[src/hw/rtl/stack_machine_step_assert.svh]
// Assertion macros of the stack machine step RTL, included by the back end
`ifndef STACK_MACHINE_STEP_ASSERT_SVH
`define STACK_MACHINE_STEP_ASSERT_SVH

// same-cycle implication
`define SMP_ASSERT_IMP(label, clk, rst_n, ante, cons) \
    label: assert property (@(posedge clk) disable iff (!rst_n) (ante) |-> (cons)) \
        else $error("assertion failed");

// next-cycle implication
`define SMP_ASSERT_NXT(label, clk, rst_n, ante, cons) \
    label: assert property (@(posedge clk) disable iff (!rst_n) (ante) |=> (cons)) \
        else $error("assertion failed");

`endif

[src/hw/rtl/smp_fifo.sv]
// Small word queue with fill count
module smp_fifo #(
    parameter int W     = 8,
    parameter int DEPTH = 2
) (
    input  logic         i_clk,
    input  logic         i_rst_n,
    input  logic         i_wr,
    input  logic [W-1:0] i_data,
    output logic         o_full,
    input  logic         i_rd,
    output logic         o_empty,
    output logic [W-1:0] o_data
);
    localparam int PW = (DEPTH > 1) ? $clog2(DEPTH) : 1;
    localparam int CW = $clog2(DEPTH + 1);

    logic [W-1:0]  r_mem [DEPTH];
    logic [PW-1:0] r_wp, r_rp, n_wp, n_rp;
    logic [CW-1:0] r_cnt, n_cnt;
    logic          w_wr, w_rd;

    assign o_full  = (r_cnt == CW'(DEPTH));
    assign o_empty = (r_cnt == '0);
    assign o_data  = r_mem[r_rp];
    assign w_wr    = i_wr && !o_full;
    assign w_rd    = i_rd && !o_empty;

    always_comb begin
        n_wp  = w_wr ? ((r_wp == PW'(DEPTH - 1)) ? '0 : r_wp + PW'(1)) : r_wp;
        n_rp  = w_rd ? ((r_rp == PW'(DEPTH - 1)) ? '0 : r_rp + PW'(1)) : r_rp;
        n_cnt = r_cnt + CW'(w_wr) - CW'(w_rd);
    end

    always_ff @(posedge i_clk) begin
        if (!i_rst_n) begin
            r_wp  <= '0;
            r_rp  <= '0;
            r_cnt <= '0;
        end else begin
            r_wp  <= n_wp;
            r_rp  <= n_rp;
            r_cnt <= n_cnt;
        end
    end

    always_ff @(posedge i_clk) begin
        if (w_wr) begin
            r_mem[r_wp] <= i_data;
        end
    end
endmodule

[config.mk]
export PLATFORM = sky130hd
export DESIGN_NAME = smp_fifo
export DESIGN_NICKNAME = d
export VERILOG_FILES = /design/src/hw/rtl/stack_machine_step_assert.svh /design/src/hw/rtl/smp_fifo.sv
export SDC_FILE = /design/constraint.sdc
export NUM_CORES = 1
export LEC_CHECK = 0
export BUFFER_PORTS_ARGS = -buffer_cell sky130_fd_sc_hd__buf_4
export CAP_MARGIN = 5
export CORE_MARGIN = 2
export CORE_UTILIZATION = 49
export CTS_CLUSTER_SIZE = 20
export DETAILED_ROUTE_END_ITERATION = 8
export PLACE_DENSITY_LB_ADDON = 0.12
export SETUP_SLACK_MARGIN = 0.3
export SKIP_CTS_REPAIR_TIMING = 1
export SLEW_MARGIN = 10
export SYNTH_ARGS = -nofsm -noshare
export SYNTH_HDL_FRONTEND = slang
export SYNTH_SLANG_ARGS = --single-unit
export TNS_END_PERCENT = 50
[constraint.sdc]
create_clock -name i_clk -period 1.93 [get_ports i_clk]
set_input_delay 0.0965 -clock i_clk [delete_from_list [all_inputs] [get_ports i_clk]]
set_output_delay 0.0965 -clock i_clk [all_outputs]
set_load 0.1 [all_outputs]
==> metrics.txt <==
maxcap violations=0; antenna violations before repair=0; routed vias=527; post-synth net total=66; DP Cell Count=89; Std-Cell Rows=14; Worst-path clk slew=~0.1 ns; worst setup path startpoint=r_cnt[0]; RR Startpoint=r_cnt[0]; final worst path period share=82.1%; final core occ=77.5%; TritonRoute pass-1 iters=1; Yosys cell types=17; final setup fails=0; Worst Max-Slew Pin Slew=between 0.3 and 0.4 ns; DIE AREA=2000 µm²; Seq cells post-synth=21; clock skew=0.00758 ns; warnings from Yosys=0; DP HPWL=just over 900 µm; crit path DAT=1.81 ns; setup TNS=0 ns; vias in the first global route=455; Routed WL per cell=approximately 13 µm; first-pass GRT wire length=about 1.9 mm; Worst slew margin=75.1%; vias per cell=5.07; layout cells sized above 1=53.4%; Die Y=44.7 µm; Mapped Area=812 µm²; routed wire length=1.40 mm; crit start category=register; Crit. End Element=register; fin. max-slew vios=0; Crit Path Category=register to register; Cells after Synth=52; initial core utilization=53.3%; Area growth, synth to finish=45.5%; CTS root buffer=clkbuf_4; Final Hold Vio Count=0; CTS buffer count=3; worst-skew pair later-pin latency=0.30 ns; hold path start=i_rst_n; final worst setup slack=0.346 ns; syn_area_per_cell=15.6 µm²; hold crit path type=input port to register; die width=44.7 µm; htree depth=1; crit path max fanout=4; Clock Sinks=21; ANT cells=0; Overflow after GRT=0; fin cells=104; DRC viols=0; GP Congestion=0.730; Core ar.=1520 µm²; gr usage total=13.7%; post-layout min period=approximately 1.6 ns; IO Port Bufs=21; status=completed; Iteration-0 DRC Markers=0; clock buffer depth=2; RSZ-0062 raised after global routing=true; nets=103; CTS tree=done; Seq/Total Area, Yosys=a little under three quarters; pin count of the biggest net entering global routing=12; antenna viol nets, final=0; IO Pins=22; fmax=0.631 GHz; setup slack at placement=between 0.2 and 0.25 ns; worst path required time=2.15 ns
[Yosys cell counts (all sizes together)]
cell type,count,area [µm²]
mux2i,1,10.0
xor2,1,8.76
xnor2,1,8.76
mux2,8,90.1
ha,2,25.0
nor3,1,5.00
dfxtp,5,100
edfxtp,16,480
nand2,2,7.51
inv,3,11.3
nor2,5,18.8
and3,1,6.26
nand2b,2,12.5
and2,2,13.8
buf,1,5.00
o21a,1,8.76
[cells in the final DEF, fill, tap and decap left out]
master         instances
and2_1                 1
mux2_2                 8
nand2b_4               1
nand2_1                1
inv_1                  3
dfxtp_4                2
clkbuf_4               3
nor2_1                 4
o21a_4                 1
dlygate4sd3_1          8
dfxtp_1                3
edfxtp_1              16
and3_1                 1
nand2_4                1
nor3_2                 1
buf_4                 25
ha_2                   1
clkbuf_1               1
ha_4                   1
xor2_2                 1
nor2_2                 1
nand2b_1               1
and2_4                 1
mux2i_1                1
xnor2_1                1
[metal layers]
layer | share of wire (%) | global-route usage (%) | up-vias
li1 | - | - | 256
met1 | 39 | 15.2 | 256
met2 | 56 | 23.5 | 15
met3 | 5.0 | 5.20 | 0
met4 | 0 | 5.45 | 0
met5 | 0 | 0 | -
[per-stage QoR]
stage	cell area, µm²	hold slack [ns]
floorplan	815	0.195
finish	1180	0.0334
global placement	995	0.282
global route	1180	0.0249
CTS	1020	-0.0320
detailed placement	995	0.284
[worst paths after layout]
check,slack [ns],end,depth (start not counted)
hold reg to reg,0.50,r_wp,2
hold / removal,0.03,r_cnt[0],2
setup reg to reg,0.35,r_cnt[1],7
setup / recovery,0.35,r_cnt[1],7
[cell type report]
type                    count  area (µm²)
clock buffers               4        26.3
fillers                    97         343
inverters                   3        11.3
multi-input cells          27         268
flip-flops and latches     21         588
well taps                  16        20.0
repair buffers             33         268
[worst max-delay path: stages, from the launching register on]
cell and delay, ns:
dfxtp_4 0.37, o21a_4 0.23, ha_4 0.25, inv_1 0.03, ha_2 0.18, xor2_2 0.18
and2_4 0.14, nor3_2 0.14
[flip-flops by register name (all words and copies together) (netlist names), named ones only]
name	cells
r_rp	1
r_mem	16
r_cnt	2
r_wp	1
[kinds of logic (layout without fill, tap and decap cells)]
| logic type | count (synthesis) | after routing | share of synthesized area [%] |
|---|---|---|---|
| xor+xnor | 2 | 2 | 2.16 |
| mux | 9 | 9 | 12.3 |
| buf+inv | 4 | 40 | 2.00 |
| flops | 21 | 21 | 71.5 |
| compound gates | 1 | 1 | 1.08 |
| simple gates | 13 | 13 | 7.86 |
| fa+ha+maj | 2 | 2 | 3.08 |
Power is not shown: default switching activity piles up to over one toggle a cycle in this logic, so the estimate is an artifact.
