--- src/hw/rtl/stack_machine_step_assert.svh ---
// Assertion macros of the stack machine step RTL, included by the back end
`ifndef STACK_MACHINE_STEP_ASSERT_SVH
`define STACK_MACHINE_STEP_ASSERT_SVH

// same-cycle implication
`define SMP_ASSERT_IMP(label, clk, rst_n, ante, cons) \
    label: assert property (@(posedge clk) disable iff (!rst_n) (ante) |-> (cons)) \
        else $error("assertion failed");

// next-cycle implication
`define SMP_ASSERT_NXT(label, clk, rst_n, ante, cons) \
    label: assert property (@(posedge clk) disable iff (!rst_n) (ante) |=> (cons)) \
        else $error("assertion failed");

`endif

--- src/hw/rtl/smp_pkg.sv ---
// Types and constants of the stack machine step
package smp_pkg;

    localparam logic [4:0] OP_START  = 5'd0;
    localparam logic [4:0] OP_PUSH   = 5'd1;
    localparam logic [4:0] OP_LDREQ  = 5'd2;
    localparam logic [4:0] OP_LDRET  = 5'd3;
    localparam logic [4:0] OP_ADD    = 5'd4;
    localparam logic [4:0] OP_SUB    = 5'd5;
    localparam logic [4:0] OP_MUL    = 5'd6;
    localparam logic [4:0] OP_DIV    = 5'd7;
    localparam logic [4:0] OP_MOD    = 5'd8;
    localparam logic [4:0] OP_AND    = 5'd9;
    localparam logic [4:0] OP_OR     = 5'd10;
    localparam logic [4:0] OP_XOR    = 5'd11;
    localparam logic [4:0] OP_LAND   = 5'd12;
    localparam logic [4:0] OP_LOR    = 5'd13;
    localparam logic [4:0] OP_EQ     = 5'd14;
    localparam logic [4:0] OP_NE     = 5'd15;
    localparam logic [4:0] OP_GT     = 5'd16;
    localparam logic [4:0] OP_GE     = 5'd17;
    localparam logic [4:0] OP_LT     = 5'd18;
    localparam logic [4:0] OP_LE     = 5'd19;
    localparam logic [4:0] OP_COPY   = 5'd20;
    localparam logic [4:0] OP_POP    = 5'd21;
    localparam logic [4:0] OP_JMP    = 5'd22;
    localparam logic [4:0] OP_CJMP   = 5'd23;
    localparam logic [4:0] OP_OUTDEC = 5'd24;
    localparam logic [4:0] OP_OUTHEX = 5'd25;
    localparam logic [4:0] OP_OUTSTR = 5'd26;

    localparam logic [2:0] ST_RUN   = 3'd0;
    localparam logic [2:0] ST_END   = 3'd1;
    localparam logic [2:0] ST_FAIL  = 3'd2;
    localparam logic [2:0] ST_LIMIT = 3'd3;
    localparam logic [2:0] ST_OVER  = 3'd4;
    localparam logic [2:0] ST_IGN   = 3'd5;

    localparam logic [1:0] KIND_NONE = 2'd0;
    localparam logic [1:0] KIND_DEC  = 2'd1;
    localparam logic [1:0] KIND_HEX  = 2'd2;
    localparam logic [1:0] KIND_STR  = 2'd3;

    localparam logic [1:0] CFG_ILIM = 2'd0;
    localparam logic [1:0] CFG_SLIM = 2'd1;
    localparam logic [1:0] CFG_PLEN = 2'd2;

    localparam logic [15:0] ILIM_RESET = 16'd256;
    localparam logic [15:0] SLIM_RESET = 16'd1024;

    typedef enum logic [3:0] {
        CLS_START, CLS_PUSH, CLS_LDREQ, CLS_LDRET, CLS_ALU, CLS_MULDIV, CLS_COPY,
        CLS_POP, CLS_JMP, CLS_CJMP, CLS_OUTV, CLS_OUTS, CLS_BAD
    } t_cls;

    typedef enum logic [2:0] {
        S_IDLE, S_DEC, S_RB, S_RA, S_EXE, S_MD
    } t_st;

    typedef struct packed {
        logic [4:0]  opcode;
        logic [63:0] immediate;
        logic [63:0] memory_word;
    } t_in;

    typedef struct packed {
        logic [2:0]  status;
        logic [11:0] next_pc;
        logic        load_request;
        logic [63:0] load_address;
        logic [1:0]  output_kind;
        logic [63:0] output_value;
        logic [15:0] output_length;
        logic        output_truncated;
        logic [8:0]  stack_count;
    } t_out;

    typedef struct packed {
        t_cls        cls;
        logic [4:0]  op;
        logic [63:0] imm;
        logic [63:0] mem;
    } t_dec;

    typedef struct packed {
        logic [15:0] ilim;
        logic [15:0] slim;
        logic [12:0] plen;
    } t_cfg;

endpackage

--- src/hw/rtl/smp_fifo.sv ---
// Small word queue with fill count
module smp_fifo #(
    parameter int W     = 8,
    parameter int DEPTH = 2
) (
    input  logic         i_clk,
    input  logic         i_rst_n,
    input  logic         i_wr,
    input  logic [W-1:0] i_data,
    output logic         o_full,
    input  logic         i_rd,
    output logic         o_empty,
    output logic [W-1:0] o_data
);
    localparam int PW = (DEPTH > 1) ? $clog2(DEPTH) : 1;
    localparam int CW = $clog2(DEPTH + 1);

    logic [W-1:0]  r_mem [DEPTH];
    logic [PW-1:0] r_wp, r_rp, n_wp, n_rp;
    logic [CW-1:0] r_cnt, n_cnt;
    logic          w_wr, w_rd;

    assign o_full  = (r_cnt == CW'(DEPTH));
    assign o_empty = (r_cnt == '0);
    assign o_data  = r_mem[r_rp];
    assign w_wr    = i_wr && !o_full;
    assign w_rd    = i_rd && !o_empty;

    always_comb begin
        n_wp  = w_wr ? ((r_wp == PW'(DEPTH - 1)) ? '0 : r_wp + PW'(1)) : r_wp;
        n_rp  = w_rd ? ((r_rp == PW'(DEPTH - 1)) ? '0 : r_rp + PW'(1)) : r_rp;
        n_cnt = r_cnt + CW'(w_wr) - CW'(w_rd);
    end

    always_ff @(posedge i_clk) begin
        if (!i_rst_n) begin
            r_wp  <= '0;
            r_rp  <= '0;
            r_cnt <= '0;
        end else begin
            r_wp  <= n_wp;
            r_rp  <= n_rp;
            r_cnt <= n_cnt;
        end
    end

    always_ff @(posedge i_clk) begin
        if (w_wr) begin
            r_mem[r_wp] <= i_data;
        end
    end
endmodule

--- src/hw/rtl/smp_front.sv ---
// Front end: accept words, classify opcodes, queue them for execution
module smp_front (
    input  logic           i_clk,
    input  logic           i_rst_n,
    input  logic           i_push,
    input  smp_pkg::t_in   i_in,
    output logic           o_full,
    input  logic           i_pop,
    output logic           o_empty,
    output smp_pkg::t_dec  o_dec
);
    smp_pkg::t_dec w_dec;

    function automatic smp_pkg::t_cls classify(input logic [4:0] op);
        smp_pkg::t_cls c;
        if (op == smp_pkg::OP_START) c = smp_pkg::CLS_START;
        else if (op == smp_pkg::OP_PUSH) c = smp_pkg::CLS_PUSH;
        else if (op == smp_pkg::OP_LDREQ) c = smp_pkg::CLS_LDREQ;
        else if (op == smp_pkg::OP_LDRET) c = smp_pkg::CLS_LDRET;
        else if (op == smp_pkg::OP_MUL || op == smp_pkg::OP_DIV || op == smp_pkg::OP_MOD)
            c = smp_pkg::CLS_MULDIV;
        else if (op >= smp_pkg::OP_ADD && op <= smp_pkg::OP_LE) c = smp_pkg::CLS_ALU;
        else if (op == smp_pkg::OP_COPY) c = smp_pkg::CLS_COPY;
        else if (op == smp_pkg::OP_POP) c = smp_pkg::CLS_POP;
        else if (op == smp_pkg::OP_JMP) c = smp_pkg::CLS_JMP;
        else if (op == smp_pkg::OP_CJMP) c = smp_pkg::CLS_CJMP;
        else if (op == smp_pkg::OP_OUTDEC || op == smp_pkg::OP_OUTHEX) c = smp_pkg::CLS_OUTV;
        else if (op == smp_pkg::OP_OUTSTR) c = smp_pkg::CLS_OUTS;
        else c = smp_pkg::CLS_BAD;
        return c;
    endfunction

    always_comb begin
        w_dec.cls = classify(i_in.opcode);
        w_dec.op  = i_in.opcode;
        w_dec.imm = i_in.immediate;
        w_dec.mem = i_in.memory_word;
    end

    smp_fifo #(.W($bits(smp_pkg::t_dec)), .DEPTH(2)) u_q (
        .i_clk   (i_clk),
        .i_rst_n (i_rst_n),
        .i_wr    (i_push),
        .i_data  (w_dec),
        .o_full  (o_full),
        .i_rd    (i_pop),
        .o_empty (o_empty),
        .o_data  (o_dec)
    );
endmodule

--- config.mk ---
export PLATFORM = sky130hd
export DESIGN_NAME = smp_front
export DESIGN_NICKNAME = d
export VERILOG_FILES = /design/src/hw/rtl/stack_machine_step_assert.svh /design/src/hw/rtl/smp_pkg.sv /design/src/hw/rtl/smp_fifo.sv /design/src/hw/rtl/smp_front.sv
export SDC_FILE = /design/constraint.sdc
export NUM_CORES = 1
export LEC_CHECK = 0
export BUFFER_PORTS_ARGS = -buffer_cell sky130_fd_sc_hd__buf_2
export CAP_MARGIN = 5
export CORE_MARGIN = 4
export CORE_UTILIZATION = 46
export DETAILED_ROUTE_END_ITERATION = 8
export GPL_TIMING_DRIVEN = 0
export HOLD_SLACK_MARGIN = 0.06
export PLACE_DENSITY = 0.76
export REMOVE_ABC_BUFFERS = 1
export SYNTH_ARGS = -nofsm -noshare
export SYNTH_HDL_FRONTEND = slang
export SYNTH_SLANG_ARGS = --single-unit
--- constraint.sdc ---
create_clock -name i_clk -period 7.5 [get_ports i_clk]
set_clock_uncertainty 0.05 [all_clocks]
set_input_delay 0.375 -clock i_clk [delete_from_list [all_inputs] [get_ports i_clk]]
set_output_delay 0.375 -clock i_clk [all_outputs]
set_load 0.01 [all_outputs]
==> results of run 1 <==
metrics by stage:
| step | instance area (um2) | power, W | utilization |
|---|---|---|---|
| after floorplan | 10140 | 0.002687 | - |
| after global routing | 14250 | 0.004683 | 0.6528 |
| after detailed placement | 12020 | 0.003077 | 0.5507 |
| after global placement | 11870 | 0.003146 | 0.5439 |
| final | 14250 | 0.004466 | 0.6528 |
| after CTS | 14250 | 0.004517 | 0.6528 |
registers in the layout, summed over array words and instances (netlist names), named ones only:
register,count
u_q.r_mem,274
u_q.r_cnt,2
u_q.r_rp,1
u_q.r_wp,1
layout by cell type, fill, tap and decap left out, types with 2 or more instances in the layout:
cell,n
clkinvlp_4,2
a21oi_1,2
mux2_2,137
bufinv_16,3
nor2_1,3
xnor2_1,4
and2_1,2
dlygate4sd3_1,130
buf_16,5
clkbuf_8,2
inv_1,4
clkbuf_1,7
dfxtp_1,4
ha_1,2
clkbuf_16,29
clkinv_2,4
edfxtp_1,274
nor2b_1,6
clkinv_1,4
buf_2,275
power groups by stage:
stage | clock network (W) | registers [W] | logic, W
floorplan | 0 | 0.00211 | 0.000578
global placement | 0 | 0.00217 | 0.000974
detailed placement | 0 | 0.00206 | 0.00102
CTS | 0.00141 | 0.00203 | 0.00108
global route | 0.00149 | 0.00205 | 0.00114
finish | 0.00138 | 0.00203 | 0.00106
layer usage:
| layer | vias to the layer above | GRT usage | part of all wire |
|---|---|---|---|
| met4 | 0 | 0.04875 | 0.027 |
| met1 | 2780 | 0.2007 | 0.38 |
| li1 | 2720 | - | - |
| met2 | 213 | 0.2974 | 0.51 |
| met5 | - | 0 | 0 |
| met3 | 44 | 0.04647 | 0.082 |
path summary, 6_finish.rpt:
check,to
max,o_dec[101]
min,u_q.r_mem[1][132]
max reg2reg,u_q.r_mem[0][15]
min reg2reg,u_q.r_wp
cell families (layout without fill, tap and decap cells):
logic type / Yosys count / count (layout)
AO/OA/AOI/OAI: 11 / 11
XOR/XNOR: 4 / 4
adder cells (fa/ha/maj): 2 / 2
buffers and inverters: 22 / 467
flip-flops: 279 / 279
multiplexers: 138 / 138
AND/OR/NAND/NOR: 17 / 17
critical path: cells and delay by family, from the launching register on:
kind | cells | cell delay [ps]
mux | 1 | 380
flops | 1 | 720
buf+inv | 3 | 750
Yosys cell counts (all sizes together) (2+ instances only):
library cell  count  share of area
ha                2         0.0024
o21ai             2        0.00098
xnor2             4         0.0034
buf              17         0.0092
inv               5         0.0018
edfxtp          274           0.80
mux2            137           0.15
nor2b             6         0.0037
and2              3         0.0018
dfxtp             5         0.0098
a21oi             2        0.00098
nor2              3         0.0011
area by class of cell:
type,instances,area [um2]
flip-flops and latches,279,8332
clock buffers,38,779.5
repair buffers,410,2815
inverters,5,23.77
multi-input cells,172,1798
well taps,280,350.3
fillers,1525,7576
clock inverters,14,148.9
timing repair:
item | 4_1_cts | 5_1_grt
resized for setup | 0 | 0
hold buffers | 130 | 0
hold endpoints to repair | 259 | 0
==> results by group, run 1 <==
Detailed routing
  • DRC viols: 0
  • TritonRoute pass-1 iters: 4
  • Iter 0 DRT Violations: 284
  • WL final: 21,520 um
  • Drt wl/cell: 17.96 um
  • Vias: 5,757
  • Antenna viol nets, final: 0
  • DR vias/cell: 4.806

Worst setup path
  • Cell Chain, Critical Path: buf_16 -> buf_16 -> mux2_2 -> buf_2
  • Setup slack, reg-to-reg: 5300 ps
  • CP required: 7070 ps
  • Cell mode on critical path: buf_16
  • Critical path class: register to primary output
  • Critical Path End Type: primary output
  • CP max stage cell: dfxtp_4
  • R2R depth: 4
  • Startpoint types: register
  • R2R Path Start: u_q.r_cnt[1]
  • WP data arrival: 2420 ps
  • Max incr delay on CP: 720 ps
  • Critical Path Fanout Max: 53

Hold path
  • Min-delay src: i_in[132]
  • Worst hold path type: input pin to register
  • Hold depth: 1

Yosys
  • Adder-cell share of the synthesized area: 0.002445
  • Seq cells post-synth: 279
  • Synth Flop Type: edfxtp_1
  • Yosys cell types: 28
  • Syn Std Cell Area: 10,240 um2
  • Gate count of the mapped netlist: 473
  • Post-synth EDFFs: 274
  • Asr flop ratio synth: 0
  • Mean Syn Cell Area: 21.64 um2
  • Largest family of logic cells by synthesized area: multiplexers
  • Mux cell area share after synthesis: 0.1517
  • Synth Area in Compound Gates: 0.008067
  • Synth Area in Simple Gates: 0.009779
  • Sequential share of the synthesized area: 0.8136
  • Post-Synth XOR/XNOR Area: 0.003423
  • Warnings, synthesis: 0

Global route
  • Total global-route track usage: 0.1676
  • First-pass GRT wire length: 32,950 um
  • Grt total ovfl: 0
  • Vias in the first global route: 6,235
  • Largest net degree at the start of global routing: 94
  • Initial antenna violation count: 0

STA
  • Finish-stage setup viols: 0
  • Final worst-path cycle share: 0.3798
  • Final WS setup: 4652 ps
  • Hold Slack: 109.9 ps
  • Worst rel slew slack: 0.6101
  • F_max: 0.3511 GHz
  • Max-slew violations: 0
  • Final hold vios: 0
  • TNS Setup: 0 ps
  • Unrepaired setup endpoints after global routing: false
  • Least-Margin Pin Slew: 584.9 ps
  • Tmin final: 2848 ps

Power and ir drop
  • Clock power share: 0.309
  • Internal Power: 0.003299 W
  • Leakage: 5.360 nW
  • Switching share of power: 0.2615
  • Power share of the sequential group: 0.454
  • Switch Pwr: 0.001168 W
  • Pwr dens: 313.5 nW/um2
  • Gate power share: 0.237
  • Maximum vdd drop: 0.2900 mV

Placement
  • Dpl ws: 5141 ps
  • Detailed placer's ending HPWL: 13,110 um
  • I/O Buffers: 275
  • Placed Cells incl. Taps: 1,016
  • Final GP Congestion: 0.7052

Clock network
  • CTS sink count: 279
  • CTS Buf Count: 28
  • Worst-case clock buffer depth: 3
  • Clock transition at path regs: 60 ps
  • Root Driver: clkbuf_16
  • CTS tree: done
  • Skew-Pair Late Insertion Delay: 520 ps
  • Post-CTS setup buffers: 0
  • H-tree depth: 1

Floorplanning
  • Die Area: 24,700 um2
  • Row cnt: 54
  • IO Pins: 276
  • Placeable Area: 21,820 um2
  • Chip width: 157.2 um
  • Die Span Y: 157.2 um
  • Starting Density: 0.4690

Layout
  • Finished Layout Cells: 1,198
  • NumNets Final: 1,035
  • Fraction of layout cells with a size suffix above 1: 0.5054
  • ANT cells: 0
  • P&R area growth vs syn: 39.19%

Flow run
  • Max cap viols: 0

Status
  • Outcome: complete, no violations
Note: power is estimated with default switching activity, not from simulation.
==> run 2, diff against run 1 <==
Settings changed: PLACE_DENSITY 0.76 to 0.79.
Clock period 7.5 ns to 2.5 ns, I/O delays scaled along.
==> results by group, run 2 (synthesis results as in run 1) <==
Floorplanning
  • Placeable Area: 21,820 um2 (unchanged)
  • Die Span Y: 157.2 um (unchanged)
  • IO Pins: 276 (unchanged)
  • Die Area: 24,700 um2 (unchanged)
  • Row cnt: 54 (unchanged)
  • Starting Density: 0.4690 (unchanged)
  • Chip width: 157.2 um (unchanged)

Worst setup path
  • CP required: 2620 ps (was 7070 ps)
  • Critical Path Fanout Max: 69 (was 53)
  • WP data arrival: 2480 ps (was 2420 ps)
  • Critical Path End Type: register (was primary output)
  • Startpoint types: register (unchanged)
  • Critical path class: register to register (was register to primary output)

Detailed routing
  • Vias: 5,860 (was 5,757)
  • DR vias/cell: 4.867 (was 4.806)
  • Iter 0 DRT Violations: 269 (was 284)
  • Antenna viol nets, final: 0 (unchanged)
  • DRC viols: 0 (unchanged)
  • Drt wl/cell: 18.53 um (was 17.96 um)
  • WL final: 22,310 um (was 21,520 um)
  • TritonRoute pass-1 iters: 4 (unchanged)

Layout
  • NumNets Final: 1,042 (was 1,035)
  • Reg with most FFs: u_q.r_mem (unchanged)
  • Post-Route Utilization: 0.6558 (was 0.6528)
  • Max FFs per register: 274 (unchanged)
  • Commonest non-fill, non-tap cell in the layout: buf_2 (unchanged)
  • Most frequent cells in the layout: buf_2, edfxtp_1, mux2_2 (unchanged)
  • Fraction of layout cells with a size suffix above 1: 0.5027 (was 0.5054)
  • P&R area growth vs syn: 39.81% (was 39.19%)
  • Finished Layout Cells: 1,204 (was 1,198)
  • Biggest regs: u_q.r_mem x274, u_q.r_cnt x2 (unchanged)

Clock network
  • Clock transition at path regs: 60 ps (about the same)
  • CTS sink count: 279 (unchanged)
  • H-tree depth: 1 (unchanged)
  • Post-CTS setup buffers: 0 (unchanged)
  • CTS tree: done (unchanged)
  • Worst-case clock buffer depth: 3 (unchanged)
  • CTS Buf Count: 29 (was 28)
  • Post-CTS sizing: 0 (unchanged)
  • Skew-Pair Late Insertion Delay: 530 ps (was 520 ps)
  • Hold Buf Count CTS: 136 (was 130)
  • Root Driver: clkbuf_16 (unchanged)

Power and ir drop
  • Gate power share: 0.238 (was 0.237)
  • Internal Power: 0.009944 W (was 0.003299 W)
  • Switch Pwr: 0.003580 W (was 0.001168 W)
  • Tot Pwr: 0.01352 W (was 0.004466 W)
  • Pwr dens: 944.9 nW/um2 (was 313.5 nW/um2)
  • Clock power share: 0.314 (was 0.309)
  • Leakage: 5.391 nW (was 5.360 nW)
  • Maximum vdd drop: 0.7562 mV (was 0.2900 mV)
  • Switching share of power: 0.2647 (was 0.2615)
  • Power share of the sequential group: 0.448 (was 0.454)

STA
  • Final hold vios: 0 (unchanged)
  • Max-slew violations: 0 (unchanged)
  • Tmin final: 2357 ps
  • Least-Margin Pin Slew: 686.6 ps (was 584.9 ps)
  • Worst rel slew slack: 0.5423 (was 0.6101)
  • Final worst-path cycle share: 0.9429
  • F_max: 0.4242 GHz
  • Hold Slack: 263.7 ps (was 109.9 ps)
  • Finish-stage setup viols: 0 (unchanged)
  • Unrepaired setup endpoints after global routing: false (unchanged)

Status
  • Outcome: complete, no violations (unchanged)

Global route
  • Initial antenna violation count: 1 (was 0)
  • Total global-route track usage: 0.1746 (was 0.1676)
  • Grt total ovfl: 0 (unchanged)
  • Largest net degree at the start of global routing: 70 (was 94)
  • Vias in the first global route: 6,526 (was 6,235)
  • First-pass GRT wire length: 34,230 um (was 32,950 um)

Flow run
  • Max cap viols: 0 (unchanged)

Placement
  • Detailed placer's ending HPWL: 12,900 um (was 13,110 um)
  • Placed Cells incl. Taps: 1,016 (unchanged)
  • I/O Buffers: 275 (unchanged)
  • Final GP Congestion: 0.7210 (was 0.7052)

Hold path
  • Worst hold path type: input pin to register (unchanged)
run 2: cell types whose count changed in the layout (fill, tap and decap cells not counted):
cell and change:
dlygate4sd3_1 +6, clkbuf_8 -2, clkinv_2 +2, bufinv_16 +1, clkinv_1 -1, clkinv_4 -1, clkinvlp_4 -1, diode_2 +1
inv_6 +1
run 2: cell type report:
type / instances / area, um2
Multi-Input combinational cell: 172 / 1798
Tap cell: 280 / 350.3
Antenna cell: 1 / 2.502
Fill cell: 1457 / 7512
Clock inverter: 15 / 177.7
Timing Repair Buffer: 416 / 2875
Sequential cell: 279 / 8332
Inverter: 5 / 23.77
Clock buffer: 36 / 752.0
run 2: routing by layer:
metal	share of wire	routed length, um	track usage
met1	0.37	8359	0.2039
met5	0	0	0
met2	0.52	11710	0.3141
met4	0.024	532	0.04916
met3	0.077	1707	0.05142
run 2: critical path: stages (launching register included):
cell	delay [ps]
dfxtp_1	350
nor2b_1	180
or3_1	410
inv_6	540
buf_16	370
run 2: stage by stage:
step            TNS, ps  instance area [um2]  setup WS, ps
6_report              0                14310         142.7
5_1_grt               0                14310         41.95
4_1_cts               0                14310         191.9
3_5_place_dp          0                12020         216.5
3_3_place_gp   -1415950                11870         -3728
2_1_floorplan   -677170                10140         -1863
run 2: power groups by stage:
stage	clock network, W	logic (W)	registers (W)
final	0.00424	0.00322	0.00606
after global routing	0.00459	0.00348	0.00611
after CTS	0.00431	0.00325	0.00606
after floorplan	0	0.00173	0.00633
after global placement	0	0.00255	0.00644
after detailed placement	0	0.00306	0.00615
run 2: worst paths after layout:
| kind | startpoint | endpoint | slack, ps | cells after the start |
|---|---|---|---|---|
| max | u_q.r_cnt[1] | u_q.r_mem[0][121] | 140 | 4 |
| min | i_in[122] | u_q.r_mem[1][122] | 260 | 2 |
| max reg2reg | u_q.r_cnt[1] | u_q.r_mem[0][121] | 140 | 4 |
| min reg2reg | u_q.r_rp | register | 500 | 2 |
==> run 3, diff against run 2 <==
Settings changed: PLACE_DENSITY 0.79 to 0.76, SYNTH_HIERARCHICAL from default to 1.
Clock period 2.5 ns to 2.23 ns, I/O delays scaled along.
==> results by group, run 3 <==
Layout
  • P&R area growth vs syn: 39.79% (was 39.81%)
  • Most frequent cells in the layout: buf_2, edfxtp_1, mux2_2 (unchanged)
  • NumNets Final: 1,049 (was 1,042)
  • Finished Layout Cells: 1,214 (was 1,204)
  • Area taken by multi-input logic gates: 1783 um2 (was 1798 um2)
  • Reg with most FFs: u_q/r_mem (was u_q.r_mem)
  • Layout fillers: 1,464 (was 1,457)
  • Register area: 8332 um2 (unchanged)
  • Biggest regs: u_q/r_mem x274, u_q/r_cnt x2 (was u_q.r_mem x274, u_q.r_cnt x2)
  • Commonest non-fill, non-tap cell in the layout: buf_2 (unchanged)
  • Max FFs per register: 274 (unchanged)
  • Fraction of layout cells with a size suffix above 1: 0.5005 (was 0.5027)

Detailed routing
  • WL final: 22,490 um (was 22,310 um)
  • Iter 0 DRT Violations: 259 (was 269)
  • Vias: 5,962 (was 5,860)
  • DRC viols: 0 (unchanged)
  • TritonRoute pass-1 iters: 4 (unchanged)
  • DR vias/cell: 4.911 (was 4.867)
  • Antenna viol nets, final: 0 (unchanged)
  • Drt wl/cell: 18.53 um (about the same)

Placement
  • Detailed placer's ending HPWL: 13,250 um (was 12,900 um)
  • Final GP Congestion: 0.7151 (was 0.7210)
  • Placed Cells incl. Taps: 1,019 (was 1,016)
  • I/O Buffers: 275 (unchanged)

Floorplanning
  • Die Span Y: 157.7 um (was 157.2 um)
  • IO Pins: 276 (unchanged)
  • Chip width: 157.7 um (was 157.2 um)
  • Row cnt: 54 (unchanged)
  • Die Area: 24,880 um2 (was 24,700 um2)
  • Starting Density: 0.4697 (was 0.4690)
  • Placeable Area: 21,960 um2 (was 21,820 um2)

Worst setup path
  • Critical path class: register to primary output (was register to register)
  • CP required: 2070 ps (was 2620 ps)
  • Critical Path Fanout Max: 61 (was 69)
  • Cell Chain, Critical Path: buf_16 -> mux2_2 -> buf_2 (was nor2b_1 -> or3_1 -> inv_6 -> buf_16)
  • CP max stage cell: dfxtp_4 (was inv_6)
  • Startpoint types: register (unchanged)
  • Max incr delay on CP: 500 ps (was 540 ps)
  • WP data arrival: 1950 ps (was 2480 ps)
  • Critical Path End Type: primary output (was register)

Clock network
  • Root Driver: clkbuf_16 (unchanged)
  • CTS tree: done (unchanged)
  • Worst-case clock buffer depth: 3 (unchanged)
  • H-tree depth: 1 (unchanged)
  • Skew-Pair Late Insertion Delay: 530 ps (about the same)
  • CTS sink count: 279 (unchanged)
  • CTS Buf Count: 30 (was 29)
  • Clock transition at path regs: 60 ps (about the same)

Yosys
  • Gate count of the mapped netlist: 472 (was 473)
  • Seq cells post-synth: 279 (unchanged)
  • Syn Std Cell Area: 10,310 um2 (was 10,240 um2)
  • Warnings, synthesis: 6 (was 0)
  • Yosys cell types: 25 (was 28)
  • Top cell type by total area after synthesis: edfxtp_1 (unchanged)
  • Post-synth EDFFs: 274 (unchanged)
  • Mean Syn Cell Area: 21.85 um2 (was 21.64 um2)
  • Asr flop ratio synth: 0 (unchanged)
  • Sequential share of the synthesized area: 0.8075 (was 0.8136)
  • Synth top cells by count: edfxtp_1, mux2_2, clkbuf_8 (was edfxtp_1, mux2_2, buf_2)
  • Count leader, synth: edfxtp_1 (unchanged)
  • Synth top area share: 0.7978 (was 0.8038)
  • Synth Flop Type: edfxtp_1 (unchanged)
  • Top cells by area, synth: edfxtp_1, mux2_2, clkbuf_8 (was edfxtp_1, mux2_2, dfxtp_1)

STA
  • Least-Margin Pin Slew: 719.2 ps (was 686.6 ps)
  • TNS Setup: 0 ps (unchanged)
  • Final hold vios: 0 (unchanged)
  • Max-slew violations: 0 (unchanged)
  • Finish-stage setup viols: 0 (unchanged)
  • Tmin final: 2113 ps
  • Hold Slack: 258.4 ps (was 263.7 ps)
  • Unrepaired setup endpoints after global routing: false (unchanged)
  • Worst rel slew slack: 0.5200 (was 0.5423)
  • Final worst-path cycle share: 0.9473
  • F_max: 0.4734 GHz

Global route
  • First-pass GRT wire length: 34,180 um (was 34,230 um)
  • Initial antenna violation count: 0 (was 1)
  • Total global-route track usage: 0.1734 (was 0.1746)
  • Grt total ovfl: 0 (unchanged)
  • Largest net degree at the start of global routing: 65 (was 70)
  • Vias in the first global route: 6,652 (was 6,526)

Flow run
  • Max cap viols: 0 (unchanged)

Hold path
  • Worst hold path type: input pin to register (unchanged)

Power and ir drop
  • Maximum vdd drop: 0.7588 mV (was 0.7562 mV)
  • Pwr dens: 1116 nW/um2 (was 944.9 nW/um2)
  • Leakage: 5.454 nW (was 5.391 nW)

Status
  • Outcome: complete, no violations (unchanged)
## run 3: changes by cell type after synthesis, moves of 3 or more
cell | previous run | this run
buf_2 | 15 | 1
clkbuf_8 | 0 | 10
nor2b_1 | 6 | 0
buf_6 | 1 | 5
nor2_1 | 3 | 7
nand2b_1 | 0 | 3
## run 3: final cells by class
class                      count  area share
clock buffer                  40     0.05615
tap                          280     0.02430
multi-input combinational    172      0.1237
sequential                   279      0.5779
clock inverter                15     0.01215
timing repair buffer         421      0.2041
antenna                        1   0.0001736
inverter                       6    0.001562
## run 3: kinds of logic (layout without fill, tap and decap cells)
| group | count (synthesis) | after routing | share of synthesized area |
|---|---|---|---|
| flip-flops | 279 | 279 | 0.8075 |
| AND/OR/NAND/NOR | 19 | 20 | 0.009100 |
| multiplexers | 139 | 139 | 0.1515 |
| other | 0 | 1 | 0 |
| adder cells (fa/ha/maj) | 2 | 2 | 0.002426 |
| buffers and inverters | 22 | 482 | 0.02147 |
| AO/OA/AOI/OAI | 8 | 8 | 0.005461 |
| XOR/XNOR | 3 | 3 | 0.002548 |
## run 3: worst paths after layout
check                from                end  slack [ps]  cells past startpoint
min reg2reg      u_q/r_rp           u_q/r_rp         470                      2
min              i_in[59]   u_q/r_mem[1][59]         260                      2
max              register          o_dec[97]         120                      3
max reg2reg  u_q/r_cnt[0]  u_q/r_mem[0][107]         320                      5
## run 3: what timing repair did
item	4_1_cts	5_1_grt
buffers inserted	0	2
pin swaps	1	1
hold endpoints to repair	279	0
gates cloned	1	0
endpoints found under the setup margin	64	64
hold buffers	136	0
resized for setup	0	0
## run 3: routing by layer
metal,GRT usage,share of wire,vias up
met1,0.1824,0.35,2918
met2,0.3279,0.54,233
met3,0.05167,0.078,60
met5,0,0,-
met4,0.05899,0.033,0
li1,-,-,2751
## run 3: through the flow
stage	power (W)	instance area [um2]	util	setup slack [ps]
3_3_place_gp	0.009504	11840	0.5393	-8007
6_report	0.01609	14420	0.6566	117.5
4_1_cts	0.01622	14400	0.6558	42.35
5_1_grt	0.01684	14420	0.6565	45.75
2_1_floorplan	0.009259	10110	-	-4734
3_5_place_dp	0.01109	12050	0.5487	-92.34
## run 3: power by group
part           total, W  leakage (nW)  switching (W)  internal, W
combinational   0.00422          2.38        0.00220      0.00202
clock           0.00488         0.477        0.00188      0.00300
sequential      0.00700          2.60       0.000245      0.00676
total            0.0161          5.45        0.00432       0.0118
## run 3: critical path: cells and delay by family, from the launching register on
| kind | cells | cell delay [ps] |
|---|---|---|
| DFF | 1 | 500 |
| muxes | 1 | 390 |
| buffers and inverters | 2 | 440 |
